$ cat src/hw/rtl/ptick_pkg.sv
package ptick_pkg;

    localparam int unsigned SAMPLE_W  = 16;
    localparam int unsigned TICK_W    = 64;
    localparam int unsigned CFG_IDX_W = 2;
    localparam int unsigned CFG_DATA_W = 16;

    localparam logic [SAMPLE_W-1:0] DIVISOR_RESET = 16'd1193;

    typedef enum logic [1:0] {
        KIND_TICK    = 2'd0,
        KIND_POLL    = 2'd1,
        KIND_QUERY   = 2'd2,
        KIND_RESTART = 2'd3
    } kind_t;

    typedef enum logic [CFG_IDX_W-1:0] {
        CFG_DIVISOR = 2'd0,
        CFG_MODE    = 2'd1
    } cfg_idx_t;

    typedef struct packed {
        logic [SAMPLE_W-1:0] divisor;    // effective divisor, never zero
        logic                intr_mode;
    } cfg_t;

    typedef struct packed {
        kind_t               kind;
        logic [SAMPLE_W-1:0] sample;
        logic [TICK_W-1:0]   start;
        logic [TICK_W-1:0]   start_m1;   // start - 1, for the carry case
        logic [TICK_W-1:0]   duration;
    } item_t;

    typedef struct packed {
        logic [SAMPLE_W-1:0] cur;        // clamped sample
        logic [SAMPLE_W-1:0] prev_next;
        logic [SAMPLE_W-1:0] rem_next;
        logic                carry;
    } samp_t;

endpackage

$ cat src/hw/rtl/ptick_sampler.sv
module ptick_sampler (
    input  ptick_pkg::cfg_t                  cfg,
    input  logic [ptick_pkg::SAMPLE_W-1:0]   sample,
    input  logic [ptick_pkg::SAMPLE_W-1:0]   prev,
    input  logic [ptick_pkg::SAMPLE_W-1:0]   rem,
    output ptick_pkg::samp_t                 res
);
    import ptick_pkg::*;

    logic [SAMPLE_W-1:0] div;
    logic [SAMPLE_W-1:0] cur;
    logic [SAMPLE_W-1:0] last;
    logic [SAMPLE_W-1:0] rem_c;
    logic [SAMPLE_W-1:0] moved;
    logic [SAMPLE_W:0]   sum;
    logic [SAMPLE_W:0]   sum_wrap;

    always_comb
    begin
        div   = cfg.divisor;
        cur   = (sample > div) ? div : sample;
        last  = (prev > div) ? div : prev;
        rem_c = (rem >= div) ? (div - 1'b1) : rem;
        // backward movement wraps through the reload value
        if (cur <= last)
        begin
            moved = last - cur;
        end
        else
        begin
            moved = last + (div - cur);
        end
        sum      = {1'b0, rem_c} + {1'b0, moved};
        sum_wrap = sum - {1'b0, div};

        res.cur = cur;
        if (cfg.intr_mode)
        begin
            res.prev_next = prev;
            res.rem_next  = rem;
            res.carry     = 1'b0;
        end
        else if (sum >= {1'b0, div})
        begin
            res.prev_next = cur;
            res.rem_next  = sum_wrap[SAMPLE_W-1:0];
            res.carry     = 1'b1;
        end
        else
        begin
            res.prev_next = cur;
            res.rem_next  = sum[SAMPLE_W-1:0];
            res.carry     = 1'b0;
        end
    end

endmodule

$ cat src/hw/rtl/ptick_datapath.sv
module ptick_datapath (
    input  logic                           clk,
    input  logic                           rst_n,
    input  logic                           step,
    input  ptick_pkg::item_t               item,
    input  ptick_pkg::cfg_t                cfg,
    output logic [ptick_pkg::TICK_W-1:0]   tick_value,
    output logic                           expired
);
    import ptick_pkg::*;

    logic [SAMPLE_W-1:0] prev_reg, prev_next;
    logic [SAMPLE_W-1:0] rem_reg, rem_next;
    logic [TICK_W-1:0]   tick_reg, tick_next;
    logic [TICK_W-1:0]   diff0;
    logic [TICK_W-1:0]   diff1;
    samp_t               samp;

    ptick_sampler u_sampler (
        .cfg    (cfg),
        .sample (item.sample),
        .prev   (prev_reg),
        .rem    (rem_reg),
        .res    (samp)
    );

    // elapsed for both carry outcomes, picked after the sampler settles
    assign diff0 = tick_reg - item.start;
    assign diff1 = tick_reg - item.start_m1;

    always_comb
    begin
        prev_next = prev_reg;
        rem_next  = rem_reg;
        tick_next = tick_reg;
        expired   = 1'b0;
        case (item.kind)
            KIND_TICK:
            begin
                tick_next = tick_reg + 1'b1;
            end
            KIND_POLL:
            begin
                prev_next = samp.prev_next;
                rem_next  = samp.rem_next;
                tick_next = tick_reg + {{(TICK_W-1){1'b0}}, samp.carry};
            end
            KIND_QUERY:
            begin
                prev_next = samp.prev_next;
                rem_next  = samp.rem_next;
                tick_next = tick_reg + {{(TICK_W-1){1'b0}}, samp.carry};
                expired   = samp.carry ? (diff1 >= item.duration)
                                       : (diff0 >= item.duration);
            end
            KIND_RESTART:
            begin
                prev_next = samp.cur;
                rem_next  = '0;
                tick_next = '0;
            end
            default:
            begin
                tick_next = tick_reg;
            end
        endcase
    end

    assign tick_value = tick_next;

    always_ff @(posedge clk or negedge rst_n)
    begin
        if (!rst_n)
        begin
            prev_reg <= '0;
            rem_reg  <= '0;
            tick_reg <= '0;
        end
        else if (step)
        begin
            prev_reg <= prev_next;
            rem_reg  <= rem_next;
            tick_reg <= tick_next;
        end
    end

    a_tick_inc: assert property (@(posedge clk) disable iff (!rst_n)
        step && item.kind == KIND_TICK |=> tick_reg == $past(tick_reg) + 1'b1)
        else $error("tick event did not add one");

    a_restart: assert property (@(posedge clk) disable iff (!rst_n)
        step && item.kind == KIND_RESTART |=> tick_reg == '0 && rem_reg == '0)
        else $error("restart left count or remainder");

    a_rem_range: assert property (@(posedge clk) disable iff (!rst_n)
        step && !cfg.intr_mode && (item.kind == KIND_POLL || item.kind == KIND_QUERY)
        |=> rem_reg < $past(cfg.divisor))
        else $error("remainder not below divisor after sample");

endmodule

$ cat src/hw/rtl/polled_downcounter_tick_accumulator_unit.sv
// channel | direction | beat contents                          | handshake
// in      | input     | kind, counter_sample, start_tick, dur. | in_valid / in_ready
// out     | output    | tick_value, expired                    | out_valid / out_ready
// cfg     | input     | cfg_index, cfg_data                    | cfg_we, no wait
//
// a beat lands in the input register, its result in the output register once that register is free or being drained
// sustained rate is one beat per cycle while the output is not stalled; the loop is the registered state update
// through the sub-tick sampler and the 64-bit tick adder
// a stalled output holds its beat and the input register, then the input side stalls
// reset clears all valid flags, the tick state and loads the default divisor
module polled_downcounter_tick_accumulator_unit (
    input  logic                                clk,
    input  logic                                rst_n,
    input  logic                                in_valid,
    output logic                                in_ready,
    input  logic [1:0]                          kind,
    input  logic [ptick_pkg::SAMPLE_W-1:0]      counter_sample,
    input  logic [ptick_pkg::TICK_W-1:0]        start_tick,
    input  logic [ptick_pkg::TICK_W-1:0]        duration,
    output logic                                out_valid,
    input  logic                                out_ready,
    output logic [ptick_pkg::TICK_W-1:0]        tick_value,
    output logic                                expired,
    input  logic                                cfg_we,
    input  logic [ptick_pkg::CFG_IDX_W-1:0]     cfg_index,
    input  logic [ptick_pkg::CFG_DATA_W-1:0]    cfg_data
);
    import ptick_pkg::*;

    // configuration registers
    logic [SAMPLE_W-1:0] divisor_reg;
    logic                mode_reg;
    cfg_t                cfg;

    // input stage
    logic                s1_valid_reg, s1_valid_next;
    item_t               item_reg;
    logic                accept;
    logic                step;

    // output stage
    logic                out_valid_reg, out_valid_next;
    logic [TICK_W-1:0]   tick_out_reg;
    logic                expired_out_reg;
    logic [TICK_W-1:0]   dp_tick;
    logic                dp_expired;

    // a zero divisor behaves as one
    assign cfg.divisor   = (divisor_reg == '0) ? {{(SAMPLE_W-1){1'b0}}, 1'b1} : divisor_reg;
    assign cfg.intr_mode = mode_reg;

    always_ff @(posedge clk or negedge rst_n)
    begin
        if (!rst_n)
        begin
            divisor_reg <= DIVISOR_RESET;
            mode_reg    <= 1'b0;
        end
        else if (cfg_we)
        begin
            case (cfg_idx_t'(cfg_index))
                CFG_DIVISOR: divisor_reg <= cfg_data;
                CFG_MODE:    mode_reg    <= cfg_data[0];
                default:     mode_reg    <= mode_reg;
            endcase
        end
    end

    // the item is worked off whenever the output register is free or being drained
    assign step     = s1_valid_reg && (!out_valid_reg || out_ready);
    assign in_ready = !s1_valid_reg || step;
    assign accept   = in_valid && in_ready;

    always_comb
    begin
        if (accept)
        begin
            s1_valid_next = 1'b1;
        end
        else if (step)
        begin
            s1_valid_next = 1'b0;
        end
        else
        begin
            s1_valid_next = s1_valid_reg;
        end

        if (step)
        begin
            out_valid_next = 1'b1;
        end
        else if (out_ready)
        begin
            out_valid_next = 1'b0;
        end
        else
        begin
            out_valid_next = out_valid_reg;
        end
    end

    always_ff @(posedge clk or negedge rst_n)
    begin
        if (!rst_n)
        begin
            s1_valid_reg  <= 1'b0;
            out_valid_reg <= 1'b0;
        end
        else
        begin
            s1_valid_reg  <= s1_valid_next;
            out_valid_reg <= out_valid_next;
        end
    end

    // payload registers, no reset
    always_ff @(posedge clk)
    begin
        if (accept)
        begin
            item_reg.kind     <= kind_t'(kind);
            item_reg.sample   <= counter_sample;
            item_reg.start    <= start_tick;
            // precompute start - 1 so the carry case needs no extra adder
            item_reg.start_m1 <= start_tick - 1'b1;
            item_reg.duration <= duration;
        end
        if (step)
        begin
            tick_out_reg    <= dp_tick;
            expired_out_reg <= dp_expired;
        end
    end

    ptick_datapath u_datapath (
        .clk        (clk),
        .rst_n      (rst_n),
        .step       (step),
        .item       (item_reg),
        .cfg        (cfg),
        .tick_value (dp_tick),
        .expired    (dp_expired)
    );

    assign out_valid  = out_valid_reg;
    assign tick_value = tick_out_reg;
    assign expired    = expired_out_reg;

    a_hold_item: assert property (@(posedge clk) disable iff (!rst_n)
        s1_valid_reg && !step |=> s1_valid_reg)
        else $error("pending beat dropped from input register");

    a_ready_free: assert property (@(posedge clk) disable iff (!rst_n)
        !out_valid_reg |-> in_ready)
        else $error("input stalled with empty output register");

    a_out_source: assert property (@(posedge clk) disable iff (!rst_n)
        $rose(out_valid_reg) |-> $past(s1_valid_reg))
        else $error("result appeared without a pending beat");

endmodule

$ cat config.mk
export PLATFORM = sky130hd
export DESIGN_NAME = polled_downcounter_tick_accumulator_unit
export DESIGN_NICKNAME = d
export VERILOG_FILES = /design/src/hw/rtl/ptick_pkg.sv /design/src/hw/rtl/ptick_sampler.sv /design/src/hw/rtl/ptick_datapath.sv /design/src/hw/rtl/polled_downcounter_tick_accumulator_unit.sv
export SDC_FILE = /design/constraint.sdc
export NUM_CORES = 1
export LEC_CHECK = 0
export ABC_CLOCK_PERIOD_IN_PS = 14900
export BUFFER_PORTS_ARGS = -buffer_cell sky130_fd_sc_hd__clkbuf_2
export CORE_UTILIZATION = 55
export CTS_BUF_LIST = sky130_fd_sc_hd__clkbuf_16
export DETAILED_ROUTE_END_ITERATION = 7
export HOLD_SLACK_MARGIN = 0.02
export PLACE_DENSITY = 0.78
export SLEW_MARGIN = 15
export SYNTH_ARGS = -nofsm -noshare
export SYNTH_HDL_FRONTEND = slang
export SYNTH_SLANG_ARGS = --single-unit
export TNS_END_PERCENT = 10
$ cat constraint.sdc
create_clock -name clk -period 14.9 [get_ports clk]
set_input_delay 1.49 -clock clk [delete_from_list [all_inputs] [get_ports clk]]
set_output_delay 1.49 -clock clk [all_outputs]
set_load 0.05 [all_outputs]
==> summary.txt <==
Place
  – Placed insts: 4214
  – Final HPWL DP: 63.0 mm
  – RePlAce Congestion: 0.964
  – Number of I/O port buffers: 235

CTS
  – Clock Path Buffers: 3
  – CTS tree: done
  – Post-CTS setup buffers: 0
  – H-tree depth: 2
  – Clk slew on worst S/H paths: 60 ps
  – Worst-skew pair later-pin latency: 600 ps
  – CTS Sinks: 390
  – Post-CTS Hold Buffers: 0
  – Clk root buf: clkbuf_16
  – Clock buffer count from CTS: 46

Timing
  – Setup Skew: 23.2 ps
  – Worst Max-Slew Pin Slew: 1110 ps
  – Max Slew Vio Count: 0
  – Relative slew slack: 25.6%
  – Setup_tns: 0 ps
  – RSZ-0062 raised after global routing: false
  – Final period utilization: 92.7%
  – Hold Vio Cnt, Final: 0
  – Final min period: 13810 ps
  – Fmax: 72.4 MHz
  – # setup viols final: 0

Layout
  – Largest register FFs: 210
  – Layout cells sized above 1: 11.2%
  – Syn-to-layout area delta: 11.3%
  – Non-Filler Instances: 4300
  – Diode count: 0
  – Nets: 4072

Worst hold path
  – Worst Hold Class: reg -> reg

Critical path
  – R2R Setup Slk: 1090 ps
  – CP Class: reg -> reg
  – Most common cell type on the critical path: and3_1
  – Worst-path fanout max: 22
  – Max incr delay on CP: 600 ps
  – Startpoint Class: flip-flop
  – Worst reg2reg startpoint: divisor_reg[6]$_DFFE_PN0P_
  – Worst Setup EP: tick_value[58]$_DFFE_PP_
  – Crit path capture type: flip-flop
  – CP arrival: 14110 ps
  – Crit path launch: divisor_reg[6]$_DFFE_PN0P_
  – Critical path required time: 15200 ps
  – Crit path max-delay cell type: a2111oi_2
  – Reg2reg end: tick_value[58]$_DFFE_PP_
  – Path depth of the worst reg2reg path: 54

Synthesis
  – Sequential share of the synthesized area: 36.3%
  – Synth area leaders: edfxtp_1, ha_1, dfrtp_1
  – Yosys top cell area share: 26.9%
  – Syn nets: 3874
  – Cell variety after synth: 85
  – Synth warn: 0
  – Post-synth top area cell: edfxtp_1
  – Yosys reg bits: 390
  – Synth Cell Area: 30700 um2
  – Top_reg_cell synth: edfxtp_1
  – Post-synth EDFFs: 275
  – Post-synth ARST share: 29.5%
  – Syn Area/Cell: 9.26 um2
  – Cells after synthesis: 3316

Global routing
  – GRT overflow: 0
  – Gr usage total: 28.3%
  – Number of global-route vias before repair: 24100
  – Global-route wire length before repair: 127 mm
  – Antenna violations before repair: 0
  – Pin count of the biggest net entering global routing: 87

Outcome
  – Status: completed

Floorplanning
  – FP Rows: 86
  – Core Box Area: 55100 um2
  – Io pins: 236
  – Initial core utilization: 55.7%
  – Vert. Die Dim: 238 um
  – Die ar.: 56800 um2
  – Die Wd: 238 um

Route
  – Vias/cell: 5.80
  – Total vias in the final route: 24900
  – Total Wirelength: 81.2 mm
  – DRC errors left: 0
  – DRT Pass-1 Iters: 5
  – ANT nets after route: 0
  – Drt wl/cell: 18.9 um
  – 1st-iter DRT viols: 2046

Job
  – MaxCap Viol Count: 0

Power and ir drop
  – Leak: 0.0165 uW
  – Power density cells: 254 nW/um2
  – Maximum VDD drop: 0.613 mV
==> Yosys cell counts (5+ instances only) <==
cell         n
ha_1       374
nand2_1    366
inv_1      291
edfxtp_1   275
a21oi_1    211
o21ai_0    202
nor2_1     196
xor2_1     152
xnor2_1    148
a21o_1     139
dfrtp_1    110
clkbuf_1    87
nand4_1     67
nand3_1     65
nand2b_1    58
nor2b_1     56
nor3_1      51
mux2i_1     46
and3_1      33
a31oi_1     32
o31ai_1     31
o21bai_1    26
nor4_1      24
mux2_2      22
or3_1       20
o21a_1      18
a21boi_0    15
fa_1        15
a211oi_1    13
and2_1      11
and4_1      11
buf_1        9
a2111oi_0    7
nand3b_1     7
o211ai_1     7
or4_1        7
a211o_1      6
a31o_2       6
o41ai_1      6
or2_2        6
or4_4        6
dfstp_2      5
==> placed cells by master (no fill, tap or decap), drive strengths merged, types with 18 or more instances in the layout <==
cell type,count
and3,33
inv,304
nor2b,56
xor2,152
clkbuf,281
nand4,68
nor2,196
nand2,366
mux2i,46
edfxtp,275
nor4,25
o21ai,203
nand2b,61
a31oi,32
nand3,65
ha,374
xnor2,149
or3,21
o21a,18
a21oi,211
mux2,22
o31ai,31
nor3,54
buf,18
a21o,139
o21bai,26
dfrtp,110
==> worst min-delay path by stage <==
stage	to	depth (start not counted)	from
floorplan	u_datapath.rem_reg[0]$_DFFE_PN0P_	2	u_datapath.rem_reg[0]$_DFFE_PN0P_
global placement	u_datapath.rem_reg[0]$_DFFE_PN0P_	2	u_datapath.rem_reg[0]$_DFFE_PN0P_
detailed placement	u_datapath.rem_reg[0]$_DFFE_PN0P_	2	u_datapath.rem_reg[0]$_DFFE_PN0P_
CTS	u_datapath.rem_reg[0]$_DFFE_PN0P_	2	u_datapath.rem_reg[0]$_DFFE_PN0P_
global route	u_datapath.rem_reg[0]$_DFFE_PN0P_	2	u_datapath.rem_reg[0]$_DFFE_PN0P_
finish	u_datapath.rem_reg[0]$_DFFE_PN0P_	2	u_datapath.rem_reg[0]$_DFFE_PN0P_
==> kinds of logic after synthesis <==
family / after synthesis / synth area share, %
buf+inv: 393 / 4.86
flops: 390 / 36.3
simple gates: 1007 / 16.0
xor+xnor: 301 / 8.61
compound gates: 767 / 15.7
fa+ha+maj: 390 / 16.3
mux: 68 / 2.31
==> stage by stage <==
step,setup slack (ps),hold slack [ps],cell area [um2],utilization [%],total power (uW)
after floorplan,2960,450,30700,-,6050
after global routing,25.0,548,34200,62.0,9410
final,1090,492,34200,62.0,8700
after CTS,959,491,34200,62.0,8600
after detailed placement,1030,478,32600,59.1,7360
after global placement,1520,467,32600,59.1,7340
==> final cells by class <==
class / count / area [um2]
repair buffers: 252 / 1310
fillers: 4743 / 20900
inverters: 291 / 1090
flip-flops and latches: 390 / 11100
clock inverters: 39 / 415
clock buffers: 47 / 1180
multi-input cells: 2533 / 18100
well taps: 748 / 936
==> critical path: cells and delay by family (launching register included) <==
kind | cells | cell delay (ps)
DFF | 1 | 440
xor gates and xnor gates | 2 | 320
AOI/OAI and AO/OA | 19 | 5080
adders and majority gates | 4 | 900
and+or+nand+nor | 24 | 5520
buffers and inverters | 4 | 860
muxes | 1 | 370
==> power by group <==
| part | internal, uW | total, uW | switching, uW | leakage, uW |
|---|---|---|---|---|
| clock | 702 | 1190 | 492 | 0.000792 |
| sequential | 1290 | 1370 | 79.9 | 0.00419 |
| combinational | 2610 | 6130 | 3520 | 0.0116 |
==> routing by layer <==
layer / routed length (um) / vias to the layer above / track usage (%)
met3: 5310 / 143 / 3.79
met2: 37000 / 815 / 46.1
met5: 0 / - / 0
met1: 36400 / 11700 / 38.6
li1: - / 12200 / -
met4: 2530 / 0 / 9.50
==> repair_timing <==
| action | 4_1_cts | 5_1_grt |
|---|---|---|
| hold endpoints to repair | 0 | 0 |
| setup endpoints to repair | 0 | 22 |
| gates resized for setup | 0 | 3 |
Note: power is estimated with default switching activity, not from simulation.
